===== src/rtl/pba_pkg.sv =====
// ----------------------------------------------------------------------------
// pba_pkg
// Shared types and codes for the page bitmap allocator.
// ----------------------------------------------------------------------------
package pba_pkg;

  localparam logic [1:0] KIND_ALLOC  = 2'd0;
  localparam logic [1:0] KIND_INIT   = 2'd1;
  localparam logic [1:0] KIND_CLEAN  = 2'd2;
  localparam logic [1:0] KIND_UNUSED = 2'd3;

  localparam logic [1:0] ST_OK      = 2'd0;
  localparam logic [1:0] ST_NO_RUN  = 2'd1;
  localparam logic [1:0] ST_OUTSIDE = 2'd2;

  localparam logic [1:0] CFG_ZONE_FIRST = 2'd0;
  localparam logic [1:0] CFG_ZONE_LAST  = 2'd1;

  typedef struct packed {
    logic [1:0] kind;
    logic [9:0] page_index;
    logic [6:0] run_length;
    logic [7:0] page_flags;
  } req_t;

  typedef struct packed {
    logic [1:0]  status;
    logic [9:0]  first_page;
    logic [10:0] free_count;
  } rsp_t;

  typedef enum logic [1:0] {
    FIRST_ZERO = 2'd0,
    FIRST_PAGE = 2'd1,
    FIRST_RUN  = 2'd2
  } first_src_t;

  typedef struct packed {
    logic       clr_step;
    logic       capture;
    logic       scan_start;
    logic       fetch;
    logic       scan_step;
    logic       pg_start_alloc;
    logic       pg_start_single;
    logic       pg_read;
    logic       pg_write;
    logic       res_set;
    logic [1:0] res_status;
    first_src_t res_first;
    logic       load_rsp;
  } cmd_t;

  typedef struct packed {
    logic       clr_done;
    logic [1:0] kind;
    logic       alloc_ok;
    logic       page_in_zone;
    logic       found;
    logic       chunk_last;
    logic       word_end;
    logic       pg_last;
    logic       rsp_free;
  } sts_t;

endpackage


===== src/rtl/pba_ctrl.sv =====
// ----------------------------------------------------------------------------
// pba_ctrl
// Sequencer for the allocator: clearing pass, decode, scan and page updates.
// ----------------------------------------------------------------------------
module pba_ctrl (
  input  logic          clk,
  input  logic          rst,
  input  logic          req_valid,
  output logic          req_stall,
  input  pba_pkg::sts_t sts,
  output pba_pkg::cmd_t cmd
);
  import pba_pkg::*;

  typedef enum logic [7:0] {
    S_CLEAR  = 8'b0000_0001,
    S_IDLE   = 8'b0000_0010,
    S_DECODE = 8'b0000_0100,
    S_FETCH  = 8'b0000_1000,
    S_SCAN   = 8'b0001_0000,
    S_PG_RD  = 8'b0010_0000,
    S_PG_WR  = 8'b0100_0000,
    S_DONE   = 8'b1000_0000
  } state_t;

  state_t state, state_next;

  always_ff @(posedge clk) begin
    if (rst) begin
      state <= S_CLEAR;
    end else begin
      state <= state_next;
    end
  end

  assign req_stall = (state != S_IDLE);

  always_comb begin
    cmd        = '0;
    state_next = state;
    case (state)
      S_CLEAR: begin
        cmd.clr_step = 1'b1;
        if (sts.clr_done) state_next = S_IDLE;
      end
      S_IDLE: begin
        if (req_valid) begin
          cmd.capture = 1'b1;
          state_next  = S_DECODE;
        end
      end
      S_DECODE: begin
        cmd.res_set = 1'b1;
        case (sts.kind)
          KIND_ALLOC: begin
            if (sts.alloc_ok) begin
              cmd.res_set    = 1'b0;
              cmd.scan_start = 1'b1;
              state_next     = S_FETCH;
            end else begin
              cmd.res_status = ST_NO_RUN;
              cmd.res_first  = FIRST_ZERO;
              state_next     = S_DONE;
            end
          end
          KIND_INIT, KIND_CLEAN: begin
            cmd.res_first = FIRST_PAGE;
            if (sts.page_in_zone) begin
              cmd.res_status      = ST_OK;
              cmd.pg_start_single = 1'b1;
              state_next          = S_PG_RD;
            end else begin
              cmd.res_status = ST_OUTSIDE;
              state_next     = S_DONE;
            end
          end
          default: begin
            cmd.res_status = ST_OK;
            cmd.res_first  = FIRST_ZERO;
            state_next     = S_DONE;
          end
        endcase
      end
      S_FETCH: begin
        cmd.fetch  = 1'b1;
        state_next = S_SCAN;
      end
      S_SCAN: begin
        cmd.scan_step = 1'b1;
        if (sts.found) begin
          cmd.pg_start_alloc = 1'b1;
          cmd.res_set        = 1'b1;
          cmd.res_status     = ST_OK;
          cmd.res_first      = FIRST_RUN;
          state_next         = S_PG_RD;
        end else if (sts.chunk_last) begin
          cmd.res_set    = 1'b1;
          cmd.res_status = ST_NO_RUN;
          cmd.res_first  = FIRST_ZERO;
          state_next     = S_DONE;
        end else if (sts.word_end) begin
          state_next = S_FETCH;
        end
      end
      S_PG_RD: begin
        cmd.pg_read = 1'b1;
        state_next  = S_PG_WR;
      end
      S_PG_WR: begin
        cmd.pg_write = 1'b1;
        state_next   = sts.pg_last ? S_DONE : S_PG_RD;
      end
      S_DONE: begin
        if (sts.rsp_free) begin
          cmd.load_rsp = 1'b1;
          state_next   = S_IDLE;
        end
      end
      default: begin
        state_next = S_CLEAR;
      end
    endcase
  end

endmodule


===== config.mk =====
export PLATFORM = sky130hd
export DESIGN_NAME = pba_ctrl
export DESIGN_NICKNAME = d
export VERILOG_FILES = /design/src/rtl/pba_pkg.sv /design/src/rtl/pba_ctrl.sv
export SDC_FILE = /design/constraint.sdc
export NUM_CORES = 1
export LEC_CHECK = 0
export BUFFER_PORTS_ARGS = -buffer_cell sky130_fd_sc_hd__buf_2
export CORE_MARGIN = 5
export CORE_UTILIZATION = 31
export CTS_CLUSTER_SIZE = 16
export DETAILED_ROUTE_END_ITERATION = 10
export PLACE_DENSITY = 0.58
export SYNTH_ARGS = -nofsm -noshare
export SYNTH_HDL_FRONTEND = slang
export SYNTH_SLANG_ARGS = --single-unit
export TNS_END_PERCENT = 5

===== constraint.sdc =====
create_clock -name clk -period 2.8 [get_ports clk]
set_input_delay 0.56 -clock clk [delete_from_list [all_inputs] [get_ports clk]]
set_output_delay 0.56 -clock clk [all_outputs]
set_load 0.01 [all_outputs]

==> summary.md, run 1 <==
| Metric | Value |
|---|---|
| CTS HTree Levels | `1` |
| Cells after Synth | `92` |
| Final setup fails | `0` |
| CTS tree | `yes` |
| Vias in the first global route | `764` |
| Crit path capture type | `output pin` |
| Top delay family on crit path | `simple AND/OR/NAND/NOR gates` |
| RSZ-0062 raised after global routing | `no` |
| Period utilization | `0.940` |
| Post_cts resized | `0` |
| Power per Cell Area | `357 nW/um2` |
| Setup ws final | `0.167 ns` |
| Final Hold Viols | `0` |
| Placed wire-length estimate | `1590 um` |
| Core Util, Final | `0.402` |
| Die area | `3230 um2` |
| First-pass DRT Iterations | `4` |
| Fillers | `243` |
| Cell Chain, Critical Path | `or4_4 > or3_1 > o41ai_1 > buf_2` |
| Max-slew violation count | `0` |
| Yosys reg bits | `8` |
| Setup crit start kind | `register` |
| Worst slew margin | `0.694` |
| CP Launch Point | `state[4]` |
| Largest family of logic cells by synthesized area | `simple AND/OR/NAND/NOR gates` |
| Routed len/inst | `13.6 um` |
| Antenna Violating Nets Remaining | `0` |
| Register area share after synthesis | `0.236` |
| Antenna violations before repair | `0` |
| IO buf count | `28` |
| Leak Pwr | `0.431 nW` |
| Synth Net Count | `107` |
| Arr. time, crit path | `2.07 ns` |
| GPL Wtd Cong | `0.853` |
| WS Path Type | `reg2out` |
| CTS Hold Bufs | `0` |
| Type of the most critical hold path | `in2reg` |
| TNS Setup | `0 ns` |
| P&R area growth vs syn | `27.3%` |
| Via-to-Cell Ratio | `5.40` |
| Critical R2R Launch | `state[4]` |
| Crit path required time | `2.24 ns` |
| Adder-cell area share of the yosys netlist | `0.0368` |
| Biggest regs | `state x8` |
| Share of cells above drive strength 1 | `0.298` |
| Starting Density | `0.316` |
| Worst Tran Pin Value | `0.452 ns` |
| Final Skew | `0.00308 ns` |
| Remaining Overflow, GRT | `0` |
| R2R cell count | `4` |
| Clk_lat worst skew | `0.26 ns` |
| Reg area | `160 um2` |
| CP bufs+invs | `1` |
| Post-Synth Simple-Gate Area | `0.448` |
| Multi-input combinational cell area | `458 um2` |
| Compound-Gate Fraction of Synth Area | `0.164` |
| CTS Buf Count | `3` |
| Slowest CP cell | `or4_4` |
| CP Max Fanout | `7` |
| Peak VDD IR | `0.167 mV` |
| Final Critical Period | `2.63 ns` |
| Root Driver | `clkbuf_4` |
| Clock slew at reported path FFs | `0.06 ns` |
| Syn avg cell area | `7.38 um2` |
| Max Root-Sink Buffers | `2` |
| Core footprint | `2150 um2` |
| Die width | `56.8 um` |
| Synthesized cell area | `679 um2` |
| Synth Warn # | `0` |
| Pre-CTS setup slack | `0.475 ns` |
| DRC violations left | `0` |
| Clock Sinks | `8` |
| Crit path depth | `4` |
| Die height | `56.8 um` |
| Run status | `completed` |
| GRT Util Overall | `0.134` |
| I/O Pins | `29` |
| Post-Synth XOR/XNOR Area | `0.0258` |
| Vias | `805` |
| Largest register FFs | `8` |
| Hold Crit Depth | `3` |
| Synth async-reset ratio | `0` |
| Row cnt | `17` |
| Min-Delay Startpoint | `sts[2]` |
| F_max | `380 MHz` |
| Drt total wl | `2030 um` |
| First-pass GRT wire length | `3350 um` |
| Largest net degree at the start of global routing | `10` |
| Mux contribution to synthesized area | `0` |
| Max-Cap Viols | `0` |
| Antenna Cells | `0` |
| Max incr delay on CP | `0.55 ns` |
| Postcts setup bufs | `0` |
| Synth Flop Type | `dfxtp_1` |
| DRT iter0 DRCs | `27` |
| Nets | `138` |
| EDFF count, synth | `0` |
| Reg with most FFs | `state` |
| Library cells used by synthesis | `39` |
## tightest hold or removal path: stages
cell and delay [ns]:
buf_2 0.10, nand3_1 0.06, a21oi_1 0.06
## synth_stat cells, drive strengths merged (2+ instances only)
library cell | count | area, um2
inv | 9 | 33.8
a41oi | 2 | 17.5
nor3b | 2 | 15.0
nand4b | 2 | 17.5
nand3 | 4 | 20.0
nor2 | 5 | 18.8
and3 | 3 | 18.8
ha | 2 | 25.0
nand2 | 7 | 26.3
nor3 | 2 | 10.0
nor4 | 7 | 50.1
or3 | 2 | 12.5
buf | 2 | 18.8
dfxtp | 8 | 160
o21ai | 3 | 15.0
xor2 | 2 | 17.5
nand2b | 4 | 25.0
a21oi | 5 | 25.0
or4 | 2 | 18.8
and2 | 2 | 12.5
nor2b | 2 | 12.5
clkbuf | 2 | 8.75
## per-layer routing
metal	track usage	wire length, um	up-vias	part of all wire
met3	0.0506	204	4	0.10
met4	0.0430	27	0	0.013
met1	0.168	934	363	0.46
met5	0	0	-	0
li1	-	-	400	-
met2	0.211	864	38	0.43
## cell type report
class	count	share of cell area
Tap cell	28	0.0405
Multi-Input combinational cell	71	0.530
Clock buffer	3	0.0260
Inverter	9	0.0391
Sequential cell	8	0.185
Timing Repair Buffer	30	0.179
## cells in the final DEF, fill, tap and decap left out, types with 3 or more instances in the layout
cell,synthesis,routed
a21oi_1,5,5
nand2b_1,4,4
nand3_1,4,4
and3_1,3,3
o21ai_0,3,3
clkbuf_4,0,3
buf_2,0,28
nor4_1,6,6
nor2_1,5,5
nand2_1,7,7
inv_1,9,9
dfxtp_1,8,8
## cell families after synthesis
family	after synthesis
XOR/XNOR	2
buffers and inverters	13
AO/OA/AOI/OAI	17
flip-flops	8
adder cells (fa/ha/maj)	2
AND/OR/NAND/NOR	50
## metrics by stage
step	total power, W	hold slack, ns	instances	instance area [um2]
after floorplan	0.000186	0.539	92	679
after global placement	0.000220	0.596	146	842
after detailed placement	0.000219	0.587	146	842
after CTS	0.000312	0.550	149	865
after global routing	0.000331	0.569	149	865
final	0.000308	0.567	149	865
## where the power goes
part / switching [W] / total (W) / internal (W)
Sequential: 0.0000132 / 0.000133 / 0.000120
Clock: 0.0000413 / 0.0000905 / 0.0000492
Combinational: 0.0000458 / 0.0000845 / 0.0000386
Total: 0.000100 / 0.000308 / 0.000208
## path summary, 6_finish.rpt
| check | to | slack [ns] |
|---|---|---|
| hold / removal | state[3] | 0.57 |
| setup / recovery | cmd[3] | 0.17 |
| hold reg to reg | state[1] | 0.62 |
| setup reg to reg | state[3] | 0.85 |
No activity file was read; power rests on OpenSTA's default activity.
==> run 2, diff against run 1 <==
- SETUP_SLACK_MARGIN: not set -> 0.2
==> run 2 against run 1 <==
Effect of this change: highest routed layer unchanged; critical path type unchanged; routed wire length increased by 3.0%; global-route usage unchanged; clock power shrank 0.6%; non-clock buffer count is the same; clock-buffer cell count did not move; sequential cell count unchanged; sequential share of layout area shrank 0.15 points; cell count is the same.
==> summary.md, run 2 (same netlist as run 1, synthesis figures left out) <==
| Metric | Value |
|---|---|
| Run status | `completed (unchanged)` |
| Largest register FFs | `8 (unchanged)` |
| Root Driver | `clkbuf_4 (unchanged)` |
| RSZ-0062 raised after global routing | `no (unchanged)` |
| CTS Buf Count | `3 (unchanged)` |
| Nets | `138 (unchanged)` |
| First-pass DRT Iterations | `4 (unchanged)` |
| Crit path capture type | `output pin (unchanged)` |
| Clock Sinks | `8 (unchanged)` |
| First-pass GRT wire length | `3350 um (unchanged)` |
| Period utilization | `0.907 (was 0.940)` |
| Vias in the first global route | `764 (unchanged)` |
| P&R area growth vs syn | `29.3% (was 27.3%)` |
| Core footprint | `2150 um2 (unchanged)` |
| Row cnt | `17 (unchanged)` |
| Vias | `802 (was 805)` |
| Sequential fraction of design power | `0.431 (was 0.432)` |
| Final setup fails | `0 (unchanged)` |
| Max-slew violation count | `0 (unchanged)` |
| TNS Setup | `0 ns (unchanged)` |
| Arr. time, crit path | `1.98 ns (was 2.07 ns)` |
| F_max | `394 MHz (was 380 MHz)` |
| Starting Density | `0.316 (unchanged)` |
| Antenna violations before repair | `0 (unchanged)` |
| Drt total wl | `2090 um (was 2030 um)` |
| Clock slew at reported path FFs | `0.06 ns (about the same)` |
| Comb power frac | `0.278 (was 0.274)` |
| Final Critical Period | `2.54 ns (was 2.63 ns)` |
| GRT Util Overall | `0.134 (unchanged)` |
| Die width | `56.8 um (unchanged)` |
| Dpl cells | `146 (unchanged)` |
| Most common cell after layout, fill and taps aside | `buf_2 (unchanged)` |
| Max Root-Sink Buffers | `2 (unchanged)` |
| Met2 WL post-DR | `896 um (was 864 um)` |
| WS Path Type | `reg2out (unchanged)` |
| Sw Share | `0.328 (was 0.325)` |
| Worst slew margin | `0.672 (was 0.694)` |
| DRT iter0 DRCs | `30 (was 27)` |
| CTS HTree Levels | `1 (unchanged)` |
| Peak VDD IR | `0.166 mV (was 0.167 mV)` |
| IO buf count | `28 (unchanged)` |
| Non-Filler Instances | `149 (unchanged)` |
| Antenna Violating Nets Remaining | `0 (unchanged)` |
| I/O Pins | `29 (unchanged)` |
| Max-Cap Viols | `0 (unchanged)` |
| Reg with most FFs | `state (unchanged)` |
| Via-to-Cell Ratio | `5.38 (was 5.40)` |
| Placed wire-length estimate | `1590 um (unchanged)` |
| Uppermost routed layer | `met4 (unchanged)` |
| Postcts setup bufs | `0 (unchanged)` |
| Clock share of power | `0.291 (was 0.294)` |
| Hold_ws | `0.567 ns (about the same)` |
| Type of the most critical hold path | `in2reg (unchanged)` |
| Met1 WL | `953 um (was 934 um)` |
| GPL Wtd Cong | `0.853 (unchanged)` |
| Largest net degree at the start of global routing | `10 (unchanged)` |
| Die height | `56.8 um (unchanged)` |
| Power per Cell Area | `352 nW/um2 (was 357 nW/um2)` |
| Die area | `3230 um2 (unchanged)` |
| Fillers | `243 (unchanged)` |
| DRC violations left | `0 (unchanged)` |
| CP Max Fanout | `7 (unchanged)` |
| Commonest non-fill, non-tap cells in the layout | `buf_2 (28), inv_1 (9), nand2_1 (7), dfxtp_1 (7), nor4_1 (6) (was buf_2 (28), inv_1 (9), dfxtp_1 (8), nand2_1 (7), nor4_1 (6))` |
| Antenna Cells | `0 (unchanged)` |
| Metal3 WL | `213 um (was 204 um)` |
| Clk_lat worst skew | `0.25 ns (was 0.26 ns)` |
| Final Skew | `0.00237 ns (was 0.00308 ns)` |
| Leak Pwr | `0.440 nW (was 0.431 nW)` |
| Routed len/inst | `14.0 um (was 13.6 um)` |
| Pint | `0.000208 W (about the same)` |
| Share of cells above drive strength 1 | `0.322 (was 0.298)` |
| Final Hold Viols | `0 (unchanged)` |
| NetSw | `0.000101 W (was 0.000100 W)` |
| Setup crit start kind | `register (unchanged)` |
| Biggest regs | `state x8 (unchanged)` |
| CTS tree | `yes (unchanged)` |
| Worst Tran Pin Value | `0.485 ns (was 0.452 ns)` |
| Crit path required time | `2.24 ns (about the same)` |
| Remaining Overflow, GRT | `0 (unchanged)` |
run 2: routing by layer:
layer	vias to the layer above	GRT usage
li1	399	-
met1	359	0.168
met2	40	0.211
met3	4	0.0506
met4	0	0.0430
met5	-	0
run 2: path summary, 6_finish.rpt:
check | start | to | slack [ns] | depth (start not counted)
worst min-delay path | sts[2] | state[3] | 0.57 | 3
worst min register to register | state[6] | state[1] | 0.62 | 1
worst max-delay path | state[4] | cmd[3] | 0.26 | 4
worst max register to register | state[4] | state[3] | 0.90 | 4
run 2: area by class of cell:
cell class	instances	area [um2]	share of cell area
multi-input combinational	71	470	0.536
sequential	8	161	0.184
timing repair buffer	30	155	0.177
tap	28	35.0	0.0399
inverter	9	33.8	0.0385
clock buffer	3	22.5	0.0256
run 2: what timing repair did:
| item | in CTS | in global routing |
|---|---|---|
| gates resized for setup | 1 | 2 |
| endpoints found under the setup margin | 1 | 1 |
| hold buffers | 0 | 0 |
| endpoints found under the hold margin | 0 | 0 |
run 2: worst max-delay path: stages (launching register included):
cell	delay, ns
dfxtp_1	0.36
or4_4	0.56
or3_4	0.42
o41ai_2	0.20
buf_2	0.17
run 2: metrics by stage:
stage | total power, W | cell area [um2] | setup WS [ns] | util
2_1_floorplan | 0.000186 | 679 | 0.439 | -
3_3_place_gp | 0.000220 | 842 | 0.481 | 0.392
5_1_grt | 0.000333 | 878 | 0.205 | 0.409
4_1_cts | 0.000312 | 870 | 0.229 | 0.405
3_5_place_dp | 0.000219 | 842 | 0.475 | 0.392
6_report | 0.000309 | 878 | 0.262 | 0.409
run 2: power groups by stage:
stage | clock network, W | logic, W | registers [W]
after global placement | 0 | 0.0000843 | 0.000136
after floorplan | 0 | 0.0000550 | 0.000130
after global routing | 0.000102 | 0.0000959 | 0.000135
after CTS | 0.0000947 | 0.0000849 | 0.000133
after detailed placement | 0 | 0.0000840 | 0.000135
final | 0.0000900 | 0.0000861 | 0.000133
